--- config.mk ---
export PLATFORM = sky130hd
export DESIGN_NAME = base64_stream_codec
export DESIGN_NICKNAME = d
export VERILOG_FILES = /design/src/hdl/b64sc_pkg.sv /design/src/hdl/b64sc_front.sv /design/src/hdl/b64sc_queue.sv /design/src/hdl/b64sc_back.sv /design/src/hdl/base64_stream_codec.sv
export SDC_FILE = /design/constraint.sdc
export NUM_CORES = 1
export LEC_CHECK = 0
export BUFFER_PORTS_ARGS = -buffer_cell sky130_fd_sc_hd__clkbuf_2
export CAP_MARGIN = 15
export CORE_MARGIN = 5
export CORE_UTILIZATION = 65
export DETAILED_ROUTE_END_ITERATION = 8
export PLACE_DENSITY = 0.9
export SLEW_MARGIN = 20
export SYNTH_ARGS = -nofsm -noshare
export SYNTH_HDL_FRONTEND = slang
export SYNTH_SLANG_ARGS = --single-unit
export TNS_END_PERCENT = 20
--- constraint.sdc ---
create_clock -name clk -period 10.3 [get_ports clk]
set_input_delay 2.575 -clock clk [delete_from_list [all_inputs] [get_ports clk]]
set_output_delay 2.575 -clock clk [all_outputs]
set_load 0.005 [all_outputs]
--- src/hdl/b64sc_pkg.sv ---
// Shared types, constants and lookup functions for the base64 stream codec.
// No dependencies.
package b64sc_pkg;

    localparam int MAX_ITEMS = 4;
    localparam int ITEM_IDX_W = 2;
    localparam int JOB_CNT_W = 3;

    localparam logic [7:0] PAD_CHAR = 8'h3D;  // '='

    typedef enum logic
    {
        MODE_ENCODE = 1'b0,
        MODE_DECODE = 1'b1
    } b64sc_mode_t;

    typedef struct packed
    {
        logic [7:0] value;
        logic       is_status;
        logic       bad_input;
        logic       end_of_message;
    } b64sc_item_t;

    // One request's worth of results, oldest in items[0]
    typedef struct packed
    {
        logic [JOB_CNT_W-1:0]            count;
        b64sc_item_t [MAX_ITEMS-1:0]     items;
    } b64sc_job_t;

    function automatic logic [7:0] enc_char(input logic [5:0] v);
        logic [7:0] c;
        begin
            if (v < 6'd26)
                c = 8'h41 + {2'b00, v};
            else if (v < 6'd52)
                c = 8'h61 + {2'b00, v - 6'd26};
            else if (v < 6'd62)
                c = 8'h30 + {2'b00, v - 6'd52};
            else if (v == 6'd62)
                c = 8'h2B;
            else
                c = 8'h2F;
            return c;
        end
    endfunction

    // {valid, 6-bit value}
    function automatic logic [6:0] dec_char(input logic [7:0] c);
        logic [6:0] r;
        begin
            if (c >= 8'h41 && c <= 8'h5A)
                r = {1'b1, 6'(c - 8'h41)};
            else if (c >= 8'h61 && c <= 8'h7A)
                r = {1'b1, 6'(c - 8'h61 + 8'd26)};
            else if (c >= 8'h30 && c <= 8'h39)
                r = {1'b1, 6'(c - 8'h30 + 8'd52)};
            else if (c == 8'h2B)
                r = {1'b1, 6'd62};
            else if (c == 8'h2F)
                r = {1'b1, 6'd63};
            else
                r = 7'd0;
            return r;
        end
    endfunction

endpackage

--- src/hdl/b64sc_front.sv ---
// Front end: accepts requests, keeps message state, builds result jobs.
// Depends on b64sc_pkg.
module b64sc_front (
    input  logic                 clk,
    input  logic                 rst_n,
    input  logic                 push,
    input  logic                 full,
    input  logic [7:0]           symbol,
    input  logic                 final_req,
    input  logic                 cfg_wr,
    input  logic                 cfg_mode,
    output logic                 enq,
    output b64sc_pkg::b64sc_job_t job
);
    import b64sc_pkg::*;

    b64sc_mode_t mode_reg, mode_next;
    logic [15:0] held_reg, held_next;
    logic [1:0]  hcnt_reg, hcnt_next;
    logic [11:0] acc_reg, acc_next;
    logic [2:0]  pend_reg, pend_next;
    logic        pad_reg, pad_next;
    logic        err_reg, err_next;

    logic        take;
    logic [2:0]  n;
    logic [23:0] grp;
    logic [6:0]  cv;
    logic [11:0] acc_sh;
    logic [3:0]  bits;
    logic [3:0]  sh;
    logic        bad;
    b64sc_job_t  job_c;

    assign take = push && !full;

    always_comb
    begin
        mode_next = mode_reg;
        held_next = held_reg;
        hcnt_next = hcnt_reg;
        acc_next  = acc_reg;
        pend_next = pend_reg;
        pad_next  = pad_reg;
        err_next  = err_reg;
        job_c     = '0;
        n         = {1'b0, hcnt_reg} + 3'd1;
        grp       = '0;
        cv        = dec_char(symbol);
        acc_sh    = {acc_reg[5:0], cv[5:0]};
        bits      = {1'b0, pend_reg} + 4'd6;
        sh        = bits - 4'd8;
        bad       = 1'b0;

        if (cfg_wr)
        begin
            mode_next = b64sc_mode_t'(cfg_mode);
            held_next = '0;
            hcnt_next = '0;
            acc_next  = '0;
            pend_next = '0;
            pad_next  = 1'b0;
            err_next  = 1'b0;
        end
        else if (take)
        begin
            case (mode_reg)
                MODE_ENCODE:
                begin
                    if (n < 3'd3 && !final_req)
                    begin
                        held_next = {held_reg[7:0], symbol};
                        hcnt_next = n[1:0];
                    end
                    else
                    begin
                        case (n)
                            3'd1:    grp = {symbol, 16'h0000};
                            3'd2:    grp = {held_reg[7:0], symbol, 8'h00};
                            default: grp = {held_reg, symbol};
                        endcase
                        job_c.count = 3'd4;
                        job_c.items[0].value = enc_char(grp[23:18]);
                        job_c.items[1].value = enc_char(grp[17:12]);
                        job_c.items[2].value = (n >= 3'd2) ? enc_char(grp[11:6]) : PAD_CHAR;
                        job_c.items[3].value = (n >= 3'd3) ? enc_char(grp[5:0]) : PAD_CHAR;
                        job_c.items[3].end_of_message = final_req;
                        held_next = '0;
                        hcnt_next = '0;
                    end
                end
                MODE_DECODE:
                begin
                    if (!err_reg)
                    begin
                        if (symbol == PAD_CHAR)
                            pad_next = 1'b1;
                        else if (pad_reg || !cv[6])
                            err_next = 1'b1;
                        else if (bits >= 4'd8)
                        begin
                            job_c.count = 3'd1;
                            job_c.items[0].value = 8'(acc_sh >> sh);
                            acc_next  = acc_sh & ((12'd1 << sh) - 12'd1);
                            pend_next = sh[2:0];
                        end
                        else
                        begin
                            acc_next  = acc_sh;
                            pend_next = bits[2:0];
                        end
                    end
                    if (final_req)
                    begin
                        bad = err_next || (pend_next == 3'd6)
                            || (pend_next != 3'd0 && acc_next != 12'd0);
                        // status goes after any byte from this character
                        job_c.items[job_c.count[ITEM_IDX_W-1:0]].is_status      = 1'b1;
                        job_c.items[job_c.count[ITEM_IDX_W-1:0]].bad_input      = bad;
                        job_c.items[job_c.count[ITEM_IDX_W-1:0]].end_of_message = 1'b1;
                        job_c.count = job_c.count + 3'd1;
                    end
                end
                default:
                begin
                    job_c = '0;
                end
            endcase
            if (final_req)
            begin
                held_next = '0;
                hcnt_next = '0;
                acc_next  = '0;
                pend_next = '0;
                pad_next  = 1'b0;
                err_next  = 1'b0;
            end
        end
    end

    assign enq = take && (job_c.count != '0);
    assign job = job_c;

    always_ff @(posedge clk or negedge rst_n)
    begin
        if (!rst_n)
        begin
            mode_reg <= MODE_ENCODE;
            held_reg <= '0;
            hcnt_reg <= '0;
            acc_reg  <= '0;
            pend_reg <= '0;
            pad_reg  <= 1'b0;
            err_reg  <= 1'b0;
        end
        else
        begin
            mode_reg <= mode_next;
            held_reg <= held_next;
            hcnt_reg <= hcnt_next;
            acc_reg  <= acc_next;
            pend_reg <= pend_next;
            pad_reg  <= pad_next;
            err_reg  <= err_next;
        end
    end

endmodule

--- src/hdl/b64sc_queue.sv ---
// Short job queue between front and back ends, held in flip-flops.
// Depends on b64sc_pkg.
module b64sc_queue #(
    parameter int QDEPTH = 4
) (
    input  logic                  clk,
    input  logic                  rst_n,
    input  logic                  enq,
    input  b64sc_pkg::b64sc_job_t enq_job,
    input  logic                  deq,
    output logic                  full,
    output logic                  head_valid,
    output b64sc_pkg::b64sc_job_t head_job
);
    import b64sc_pkg::*;

    localparam int PW = (QDEPTH > 1) ? $clog2(QDEPTH) : 1;
    localparam int CW = $clog2(QDEPTH + 1);

    b64sc_job_t      mem_reg [QDEPTH];
    logic [PW-1:0]   wr_reg, wr_next;
    logic [PW-1:0]   rd_reg, rd_next;
    logic [CW-1:0]   cnt_reg, cnt_next;

    assign full       = (cnt_reg == CW'(QDEPTH));
    assign head_valid = (cnt_reg != '0);
    assign head_job   = mem_reg[rd_reg];

    always_comb
    begin
        wr_next  = wr_reg;
        rd_next  = rd_reg;
        cnt_next = cnt_reg;
        if (enq)
            wr_next = (wr_reg == PW'(QDEPTH - 1)) ? '0 : wr_reg + PW'(1);
        if (deq)
            rd_next = (rd_reg == PW'(QDEPTH - 1)) ? '0 : rd_reg + PW'(1);
        if (enq && !deq)
            cnt_next = cnt_reg + CW'(1);
        else if (!enq && deq)
            cnt_next = cnt_reg - CW'(1);
    end

    always_ff @(posedge clk)
    begin
        if (enq)
            mem_reg[wr_reg] <= enq_job;
    end

    always_ff @(posedge clk or negedge rst_n)
    begin
        if (!rst_n)
        begin
            wr_reg  <= '0;
            rd_reg  <= '0;
            cnt_reg <= '0;
        end
        else
        begin
            wr_reg  <= wr_next;
            rd_reg  <= rd_next;
            cnt_reg <= cnt_next;
        end
    end

endmodule

--- src/hdl/b64sc_back.sv ---
// Back end: walks the head job one result at a time into the output register.
// Depends on b64sc_pkg.
module b64sc_back (
    input  logic                  clk,
    input  logic                  rst_n,
    input  logic                  head_valid,
    input  b64sc_pkg::b64sc_job_t head_job,
    output logic                  deq,
    input  logic                  pop,
    output logic                  empty,
    output b64sc_pkg::b64sc_item_t item
);
    import b64sc_pkg::*;

    logic [ITEM_IDX_W-1:0] idx_reg, idx_next;
    logic                  ov_reg, ov_next;
    b64sc_item_t           item_reg;
    logic                  load;
    logic                  last;

    assign load = head_valid && (!ov_reg || pop);
    assign last = ({1'b0, idx_reg} == head_job.count - 3'd1);
    assign deq  = load && last;

    always_comb
    begin
        idx_next = idx_reg;
        if (deq)
            idx_next = '0;
        else if (load)
            idx_next = idx_reg + ITEM_IDX_W'(1);
        ov_next = load || (ov_reg && !pop);
    end

    always_ff @(posedge clk)
    begin
        if (load)
            item_reg <= head_job.items[idx_reg];
    end

    always_ff @(posedge clk or negedge rst_n)
    begin
        if (!rst_n)
        begin
            idx_reg <= '0;
            ov_reg  <= 1'b0;
        end
        else
        begin
            idx_reg <= idx_next;
            ov_reg  <= ov_next;
        end
    end

    assign empty = !ov_reg;
    assign item  = item_reg;

endmodule

--- src/hdl/base64_stream_codec.sv ---
// Base64 stream codec, encode or decode selected by the mode register.
// Path: a request's results are written into the job queue, then loaded one at a time into the output register.
// Throughput: one request per cycle while the job queue (QDEPTH jobs) has room; results
// leave at one per cycle while pop is held, so an encode group of four results takes four pops to leave.
// Reset: asynchronous, clears message state, empties queue and output; mode returns to encode.
module base64_stream_codec #(
    parameter int QDEPTH = 4
) (
    input  logic       clk,
    input  logic       rst_n,
    input  logic       push,
    output logic       full,
    input  logic [7:0] symbol,
    input  logic       final_req,
    output logic       empty,
    input  logic       pop,
    output logic [7:0] value,
    output logic       is_status,
    output logic       bad_input,
    output logic       end_of_message,
    input  logic       cfg_valid,
    output logic       cfg_ready,
    input  logic       cfg_mode
);
    import b64sc_pkg::*;

    logic        enq;
    logic        deq;
    logic        head_valid;
    b64sc_job_t  new_job;
    b64sc_job_t  head_job;
    b64sc_item_t out_item;

    assign cfg_ready = 1'b1;

    b64sc_front u_front (
        .clk       (clk),
        .rst_n     (rst_n),
        .push      (push),
        .full      (full),
        .symbol    (symbol),
        .final_req (final_req),
        .cfg_wr    (cfg_valid && cfg_ready),
        .cfg_mode  (cfg_mode),
        .enq       (enq),
        .job       (new_job)
    );

    b64sc_queue #(
        .QDEPTH (QDEPTH)
    ) u_queue (
        .clk        (clk),
        .rst_n      (rst_n),
        .enq        (enq),
        .enq_job    (new_job),
        .deq        (deq),
        .full       (full),
        .head_valid (head_valid),
        .head_job   (head_job)
    );

    b64sc_back u_back (
        .clk        (clk),
        .rst_n      (rst_n),
        .head_valid (head_valid),
        .head_job   (head_job),
        .deq        (deq),
        .pop        (pop),
        .empty      (empty),
        .item       (out_item)
    );

    assign value          = out_item.value;
    assign is_status      = out_item.is_status;
    assign bad_input      = out_item.bad_input;
    assign end_of_message = out_item.end_of_message;

endmodule

==> flow_summary.json, run 1 <==
{
  "status": "complete, no violations",
  "p_seq_share_pct": 41.4,
  "antenna_found_initial": 0,
  "drt_iter0_markers": 897,
  "gr-usage-met3_pct": 3.55,
  "hold_buffers": 0,
  "overflow": 0,
  "finalPower_mw": 2.65,
  "grt_pass1_wl_mm": 44.0,
  "drive_gt1_share_pct": 17.6,
  "required_ps": 10400,
  "nNetsFinal": 1045,
  "switching_share_pct": 31.2,
  "hold_path_end": "u_front.acc_reg[10]",
  "synth-edff-count": 167,
  "cts_root_buf": "clkbuf_16",
  "grt_pass1_vias": 7924,
  "worst-r2r-setup-slack_ps": 5920,
  "critPathMaxFanout": 39,
  "p_sw_mw": 0.825,
  "grt_use_met2_pct": 42.4,
  "numCtsBuffers": 21,
  "period_share_pct": 62.4,
  "largest_register_ffs": 156,
  "dieHeight_um": 146,
  "cpMaxStageDelayCell": "and2_2",
  "skew_ps": 8.38,
  "timing.rr.start": "u_front.hcnt_reg[1]",
  "fin_area_mm2": 0.0129,
  "fp.coreArea_mm2": 0.0180,
  "fin_setup_tns_ps": 0,
  "wl_mm": 27.6,
  "power.leakage_nw": 4.85,
  "grt_max_degree": 46,
  "avgViaCountPerCell": 6.72,
  "synth_area_mm2": 0.0120,
  "r2r_end": "u_queue.mem_reg[2][18]",
  "hold_start": "u_front.acc_reg[10]",
  "h-tree-depth": 1,
  "worstPathArrival_ps": 6530,
  "clk_pin_slew_worst_paths_ps": 70,
  "use_met1_pct": 37.7,
  "cts_tree": "done",
  "ys_warn_count": 0,
  "critPathCaptureType": "register",
  "synth_ff_type": "edfxtp_1",
  "io_pins": 29,
  "netlist_instances": 944,
  "port_buffers": 27,
  "fmax_mhz": 156,
  "rsz0062_at_grt": "no",
  "hpwl_mm": 18.3,
  "grt_util_all_layers_pct": 25.8,
  "hp-class": "reg2reg",
  "seq_area_frac_synth_pct": 51.4,
  "ctsResizeCount": 0,
  "pre_cts_ws_ps": 3490,
  "critPathKind": "in2reg",
  "ant_nets": 0,
  "clock_latency_ps": 490,
  "path_cells": "clkbuf_2, inv_1, ha_1, a21o_1, and3_1, nor3_4, o211ai_2, nor2_2, inv_1, ha_1, nor2_1, or3_1, and2_2",
  "rows": 49,
  "globalplace.congestion": 0.921,
  "start_kind": "input port",
  "clkPwrFrac_pct": 28.6,
  "initial_core_util_pct": 66.3,
  "cts_buffer_depth": 3,
  "busiest_layer": "met2",
  "post-route-drc-count": 0,
  "design.die.area_mm2": 0.0212,
  "synthArstFlopShare_pct": 21.2,
  "dr_total_vias": 8084,
  "irDropWorstVdd_uv": 411,
  "dr.pass1.iters": 5,
  "worst_slack_ps": 3870,
  "period_minus_slack_ps": 6430,
  "worst_path_largest_cell_delay_ps": 900,
  "postCtsSetupRepairBufs": 0,
  "final-max-slew-violation-count": 0,
  "drv_cap": 0,
  "powerDensity_mw_per_mm2": 205,
  "synth-seq-cells": 212,
  "ff2ff_path_depth": 13,
  "final_core_utilization_pct": 71.6,
  "p_int_mw": 1.82,
  "syn_avg_cell_area_um2": 12.7,
  "hold_depth": 2,
  "hold_viol": 0,
  "slew_headroom_pct": 26.5,
  "yosysUniqueCellTypes": 84,
  "insertedDiodeCount": 0,
  "combPwrFrac_pct": 30.0,
  "tightest_slew_ps": 1100,
  "die_w_um": 146,
  "wl_per_cell_um": 22.9,
  "placed_area_mm2": 0.0122,
  "setup_violations": 0,
  "syn2layout_area_growth_pct": 8.03,
  "cts.sinks": 212
}
[critical path, delay by kind of cell]
family / cells / cell delay (ps)
compound gates: 2 / 460
fa+ha+maj: 2 / 580
simple gates: 6 / 2270
buf+inv: 3 / 570
[layer usage]
layer,vias up,part of all wire (%)
met5,-,0
met3,45,8.8
met1,3941,41
met2,476,49
met4,0,1.7
li1,3622,-
[cell families after synthesis]
kind of cell | after synthesis | share of synthesized area, %
flip-flops | 212 | 51.4
multiplexers | 59 | 10.0
AO/OA/AOI/OAI | 211 | 12.9
adder cells (fa/ha/maj) | 70 | 7.39
AND/OR/NAND/NOR | 254 | 11.3
buffers and inverters | 84 | 3.02
other | 1 | 0.0314
XOR/XNOR | 53 | 3.95
[cell type report]
class / instances / area (um2)
Fill cell: 1135 / 5110
Clock buffer: 25 / 561
Clock inverter: 12 / 114
Tap cell: 229 / 287
Sequential cell: 212 / 6140
Multi-Input combinational cell: 649 / 5460
Timing Repair Buffer: 35 / 195
Inverter: 41 / 154
[synth_stat cells (all sizes together), types with 3 or more instances]
master	n	area, um2
edfxtp	167	5010
nand2	73	279
ha	69	863
nor2	60	230
a21oi	49	290
mux4	48	1080
dfrtp	45	1130
o21ai	42	225
inv	40	150
xnor2	30	263
a22o	27	236
nor3	27	166
xor2	23	209
buf	22	129
clkbuf	21	78.8
and2	15	93.8
a211oi	14	110
a31oi	13	81.3
nand2b	13	88.8
nor3b	13	133
o211ai	11	103
nor2b	10	62.6
nor4	9	68.8
a2111oi	8	90.1
nand3	8	40.0
a21o	6	45.0
a22oi	6	58.8
mux2i	6	60.1
and3	5	31.3
mux2	5	56.3
or3	5	31.3
o21a	4	30.0
or2	4	25.0
a311oi	3	26.3
nand4	3	18.8
o21bai	3	22.5
o31ai	3	22.5
[power groups by stage]
stage | clock network, mW | logic, mW | registers, mW
floorplan | 0 | 0.605 | 1.07
global placement | 0 | 0.745 | 1.10
detailed placement | 0 | 0.776 | 1.11
CTS | 0.763 | 0.796 | 1.10
global route | 0.802 | 0.862 | 1.10
finish | 0.757 | 0.794 | 1.10
[how the worst max path moves through the flow]
stage,startpoint,endpoint,slack [ps],cells past startpoint
after global placement,symbol[2],u_queue.mem_reg[3][17],3680,13
after detailed placement,symbol[2],u_queue.mem_reg[0][17],3490,13
final,symbol[2],u_queue.mem_reg[0][21],3870,13
after global routing,symbol[2],u_queue.mem_reg[0][31],3550,13
after CTS,symbol[2],u_queue.mem_reg[0][21],3940,13
after floorplan,symbol[2],u_queue.mem_reg[3][10],3860,14
[placed cells by master, fill, tap and decap left out, types with 27 or more instances in the layout]
cell        n
a22o_1     27
ha_1       69
a21oi_1    43
inv_1      38
dfrtp_1    44
xnor2_1    30
clkbuf_2   27
o21ai_0    31
edfxtp_1  167
mux4_2     48
nand2_1    71
nor2_1     58
[through the flow]
stage / hold slack [ps] / cells
6_report: 475 / 1203
5_1_grt: 509 / 1203
4_1_cts: 479 / 1203
3_5_place_dp: 464 / 1166
3_3_place_gp: 459 / 1166
2_1_floorplan: 441 / 945
(Power assumes the default switching activity.)
==> inputs of run 2 (changes only) <==
Settings changed: CORE_UTILIZATION 65 to 63, PLACE_DENSITY 0.9 to 0.88.
Clock period 10.3 ns to 6.25 ns, I/O delays scaled along.
==> run 2 against run 1 <==
Net effect: design area rose by 0.25%; total power rose by 64%; sequential share of layout area fell by 0.12 points; clock skew rose by 7.1 ps; wire length fell by 1.4%; global-route usage fell by 0.42 points; core utilization fell by 2.4 points; non-clock buffer count rose by 4; cell count rose by 0.83%; first-iteration DRC count fell by 1.7%.
==> flow_summary.json, run 2 (same netlist as run 1, synthesis figures left out) <==
{
  "design.die.area_mm2": 0.0218,
  "drt_iter0_markers": 882,
  "tightest_slew_ps": 1120,
  "dr.pass1.iters": 5,
  "globalplace.congestion": 0.913,
  "hold_viol": 0,
  "overflow": 0,
  "numCtsBuffers": 22,
  "power.leakage_nw": 4.85,
  "ant_nets": 0,
  "switching_share_pct": 31.5,
  "grt_max_degree": 46,
  "grt_pass1_wl_mm": 43.8,
  "cts_root_buf": "clkbuf_16",
  "avgViaCountPerCell": 6.62,
  "drv_cap": 0,
  "hp-class": "reg2reg",
  "largest_register_ffs": 156,
  "p_sw_mw": 1.36,
  "hpwl_mm": 18.2,
  "insertedDiodeCount": 0,
  "clock_latency_ps": 510,
  "p_seq_share_pct": 41.9,
  "die_w_um": 148,
  "rsz0062_at_grt": "no",
  "powerDensity_mw_per_mm2": 334,
  "rows": 50,
  "antenna_found_initial": 0,
  "cts.sinks": 212,
  "skew_ps": 15.5,
  "critPathKind": "in2reg",
  "cts_buffer_depth": 3,
  "dr_total_vias": 8027,
  "ctsResizeCount": 0,
  "fin_area_mm2": 0.0129,
  "worstPathArrival_ps": 5910,
  "grt_util_all_layers_pct": 25.4,
  "clkPwrFrac_pct": 28.2,
  "layout_common_cells": "edfxtp_1, nand2_1, ha_1, nor2_1, mux4_2",
  "start_kind": "input port",
  "wl_mm": 27.2,
  "dp.cells": 1175,
  "final_common_cell": "edfxtp_1",
  "fin_setup_tns_ps": 0,
  "post-route-drc-count": 0,
  "critPathMaxFanout": 14,
  "syn2layout_area_growth_pct": 8.30,
  "port_buffers": 27,
  "instances_no_fill": 1213,
  "combPwrFrac_pct": 29.9,
  "nNetsFinal": 1050,
  "period_share_pct": 88.5,
  "io_pins": 29,
  "critPathCaptureType": "register",
  "placed_area_mm2": 0.0123,
  "cts_tree": "done",
  "drive_gt1_share_pct": 17.4,
  "fmax_mhz": 181,
  "finalPower_mw": 4.33,
  "hold_buffers": 0,
  "status": "complete, no violations",
  "grt_pass1_vias": 7936,
  "irDropWorstVdd_uv": 207,
  "wl_per_cell_um": 22.4,
  "final-max-slew-violation-count": 0,
  "h-tree-depth": 1,
  "dieHeight_um": 148,
  "fp.coreArea_mm2": 0.0187,
  "required_ps": 6630,
  "period_minus_slack_ps": 5530,
  "slew_headroom_pct": 25.3,
  "clk_pin_slew_worst_paths_ps": 60,
  "initial_core_util_pct": 63.9,
  "setup_violations": 0,
  "postCtsSetupRepairBufs": 0,
  "p_int_mw": 2.97
}
-- run 2: cell count changes in the layout (fill, tap and decap cells not counted), moves of 2 or more --
cell / change
clkbuf_1: +4
buf_4: +3
clkbuf_8: -2
clkinv_2: -3
clkinv_1: +2
-- run 2: metrics by stage --
step	hold slack, ps	util [%]	setup slack (ps)
3_5_place_dp	465	65.7	472
2_1_floorplan	441	-	818
4_1_cts	478	69.2	798
6_report	475	69.2	721
3_3_place_gp	459	65.7	802
5_1_grt	498	69.2	504
-- run 2: metal layers --
metal  GRT usage [%]  vias up  share of wire, %
met5               0        -                 0
met1            35.9     3992                41
li1                -     3630                 -
met3            3.56       44               7.2
met4            6.01        0               2.1
met2            42.4      361                50
-- run 2: final timing paths --
check	startpoint	to	slack [ps]	cells past startpoint
min in group asynchronous	rst_n	u_queue.rd_reg[1]	1150	2
worst max register to register	u_front.hcnt_reg[1]	u_queue.mem_reg[2][43]	1490	10
max in group asynchronous	rst_n	u_front.held_reg[15]	4670	2
worst min register to register	u_front.acc_reg[11]	u_front.acc_reg[11]	480	2
worst min-delay path	u_front.acc_reg[11]	u_front.acc_reg[11]	480	2
worst max-delay path	symbol[2]	u_queue.cnt_reg[2]	720	18
-- run 2: cell type report --
type | instances | area, um2
Timing Repair Buffer | 39 | 238
Inverter | 41 | 154
Multi-Input combinational cell | 649 | 5460
Clock buffer | 28 | 573
Sequential cell | 212 | 6140
Tap cell | 234 | 293
Clock inverter | 10 | 86.3
Fill cell | 1222 | 5760
-- run 2: power groups by stage --
stage / sequential [mW] / combinational [mW] / clock (mW)
after floorplan: 1.77 / 0.997 / 0
after global placement: 1.83 / 1.22 / 0
after detailed placement: 1.84 / 1.27 / 0
after CTS: 1.81 / 1.30 / 1.23
after global routing: 1.83 / 1.41 / 1.30
final: 1.81 / 1.29 / 1.22
-- run 2: critical path, cell delays in order --
cell	delay [ps]
clkbuf_2	250
inv_1	210
ha_1	300
a21o_1	280
and3_1	240
nor3_4	260
o211ai_2	200
nor2_2	270
inv_1	100
ha_1	290
nor2_1	250
or3_1	360
ha_1	280
inv_1	80
fa_1	420
xor2_1	260
nor2_1	110
xor2_1	160
==> inputs of run 3 (changes only) <==
Settings changed: ABC_AREA from default to 0, CORE_UTILIZATION 63 to 40, PLACE_DENSITY 0.88 to 0.63.
Clock period 6.25 ns to 6.7 ns, I/O delays scaled along.
==> run 3 against run 2 <==
Net effect: clock-buffer cell count increased by 7; sequential power fell by 4%; sequential share of layout area down 1.0 points; core utilization fell by 24 points; combinational power decreased by 12%; cell count up 13%; register-to-register slack gained 600 ps; design area increased by 2.2%; critical path depth stayed put.
==> flow_summary.json, run 3 (same netlist as run 1, synthesis figures left out) <==
{
  "ctsResizeCount": 0,
  "clkPwrFrac_pct": 30.3,
  "insertedDiodeCount": 0,
  "cts_tree": "done",
  "drv_cap": 0,
  "dr.pass1.iters": 6,
  "timing.rr.start": "u_front.hcnt_reg[1]",
  "grt_pass1_wl_mm": 43.1,
  "hold_depth": 2,
  "worst_slack_ps": 1480,
  "p_sw_mw": 1.25,
  "hpwl_mm": 18.8,
  "die_w_um": 183,
  "avgViaCountPerCell": 5.61,
  "final_common_cell": "edfxtp_1",
  "grt_pass1_vias": 7549,
  "post-route-drc-count": 0,
  "io_pins": 29,
  "ant_nets": 0,
  "fp.coreArea_mm2": 0.0296,
  "r2r_end": "u_queue.mem_reg[0][17]",
  "rsz0062_at_grt": "no",
  "drive_gt1_share_pct": 18.0,
  "critPathCaptureType": "register",
  "status": "complete, no violations",
  "postCtsSetupRepairBufs": 0,
  "dp.cells": 1332,
  "h-tree-depth": 1,
  "worst-r2r-setup-slack_ps": 2090,
  "irDropWorstVdd_uv": 167,
  "p_int_mw": 2.85,
  "ff2ff_path_depth": 11,
  "path_cells": "clkbuf_2, inv_1, ha_1, a21o_1, and3_1, nor3_4, o211ai_2, nor2_2, inv_1, ha_1, nor2_1, or3_1, ha_1, inv_1, fa_1, xor2_1, nor2_1, xor2_1",
  "powerDensity_mw_per_mm2": 310,
  "numCtsBuffers": 23,
  "worst_path_largest_cell_delay_ps": 370,
  "antenna_found_initial": 0,
  "globalplace.congestion": 0.869,
  "crit_family": "simple AND/OR/NAND/NOR gates",
  "cts.sinks": 212,
  "slew_headroom_pct": 30.3,
  "tightest_slew_ps": 1040,
  "hold_buffers": 0,
  "clk_pin_slew_worst_paths_ps": 60,
  "combPwrFrac_pct": 27.5,
  "hold_path_end": "u_front.acc_reg[10]",
  "grt_util_all_layers_pct": 16.1,
  "cts_buffer_depth": 3,
  "drt_iter0_markers": 692,
  "start_kind": "input port",
  "hold_viol": 0,
  "layout_common_cells": "edfxtp_1, nand2_1, ha_1, nor2_1, mux4_2",
  "required_ps": 7140,
  "clock_latency_ps": 530,
  "cp_num_buf_inv": 4,
  "design.die.area_mm2": 0.0334,
  "power.leakage_nw": 4.90,
  "final-max-slew-violation-count": 0,
  "whs_ps": 478,
  "fin_setup_tns_ps": 0,
  "critPathMaxFanout": 14,
  "instances_no_fill": 1375,
  "period_minus_slack_ps": 5220,
  "setup_violations": 0,
  "dr_total_vias": 7708,
  "cpMaxStageDelayCell": "fa_1",
  "port_buffers": 27,
  "critPathKind": "in2reg",
  "cts_root_buf": "clkbuf_16",
  "switching_share_pct": 30.4,
  "hold_start": "u_front.acc_reg[10]",
  "initial_core_util_pct": 40.4,
  "worstPathArrival_ps": 5660,
  "skew_ps": 19.4,
  "pre_cts_ws_ps": 969,
  "syn2layout_area_growth_pct": 10.7,
  "period_share_pct": 77.9,
  "rows": 63,
  "fmax_mhz": 192,
  "grt_max_degree": 46,
  "wl_per_cell_um": 19.8,
  "finalPower_mw": 4.10,
  "overflow": 0,
  "wl_mm": 27.2,
  "nNetsFinal": 1053,
  "dieHeight_um": 183,
  "hp-class": "reg2reg",
  "p_seq_share_pct": 42.3,
  "largest_register_ffs": 156
}
[run 3: metal layers]
layer | vias to the layer above | wire length, um | GRT usage (%)
met5 | - | 0 | 0
met3 | 38 | 1330 | 2.28
li1 | 3632 | - | -
met4 | 0 | 534 | 3.81
met2 | 193 | 12400 | 25.3
met1 | 3845 | 12900 | 23.8
[run 3: worst max-delay path by stage]
stage | from | to | slack, ps | cells after the start
floorplan | symbol[2] | u_queue.mem_reg[3][10] | 1160 | 14
global placement | symbol[2] | u_queue.cnt_reg[2] | 1030 | 18
detailed placement | symbol[2] | u_queue.cnt_reg[2] | 970 | 18
CTS | symbol[2] | u_queue.cnt_reg[2] | 1490 | 18
global route | symbol[2] | u_queue.cnt_reg[2] | 1100 | 18
finish | symbol[2] | u_queue.cnt_reg[2] | 1480 | 18
[run 3: layout make-up]
| class | count | area [um2] |
|---|---|---|
| Clock buffer | 35 | 631 |
| Timing Repair Buffer | 41 | 244 |
| Sequential cell | 212 | 6140 |
| Multi-Input combinational cell | 649 | 5470 |
| Clock inverter | 7 | 105 |
| Tap cell | 390 | 488 |
| Fill cell | 2675 | 16300 |
| Inverter | 41 | 154 |
[run 3: per-stage QoR]
step / cell area [um2] / utilization (%)
after CTS: 13200 / 44.7
after floorplan: 12000 / -
final: 13200 / 44.8
after global routing: 13200 / 44.8
after detailed placement: 12500 / 42.2
after global placement: 12500 / 42.2
[run 3: tightest hold or removal path, delay by kind of cell (launching register included)]
kind	cells	cell delay, ps
flip-flops	1	340
AO/OA/AOI/OAI	1	60
AND/OR/NAND/NOR	1	40
[run 3: power by group through the flow]
stage	sequential (mW)	combinational, mW	clock (mW)
2_1_floorplan	1.65	0.930	0
3_3_place_gp	1.76	1.12	0
3_5_place_dp	1.76	1.13	0
4_1_cts	1.74	1.14	1.27
5_1_grt	1.76	1.24	1.32
6_report	1.73	1.13	1.24
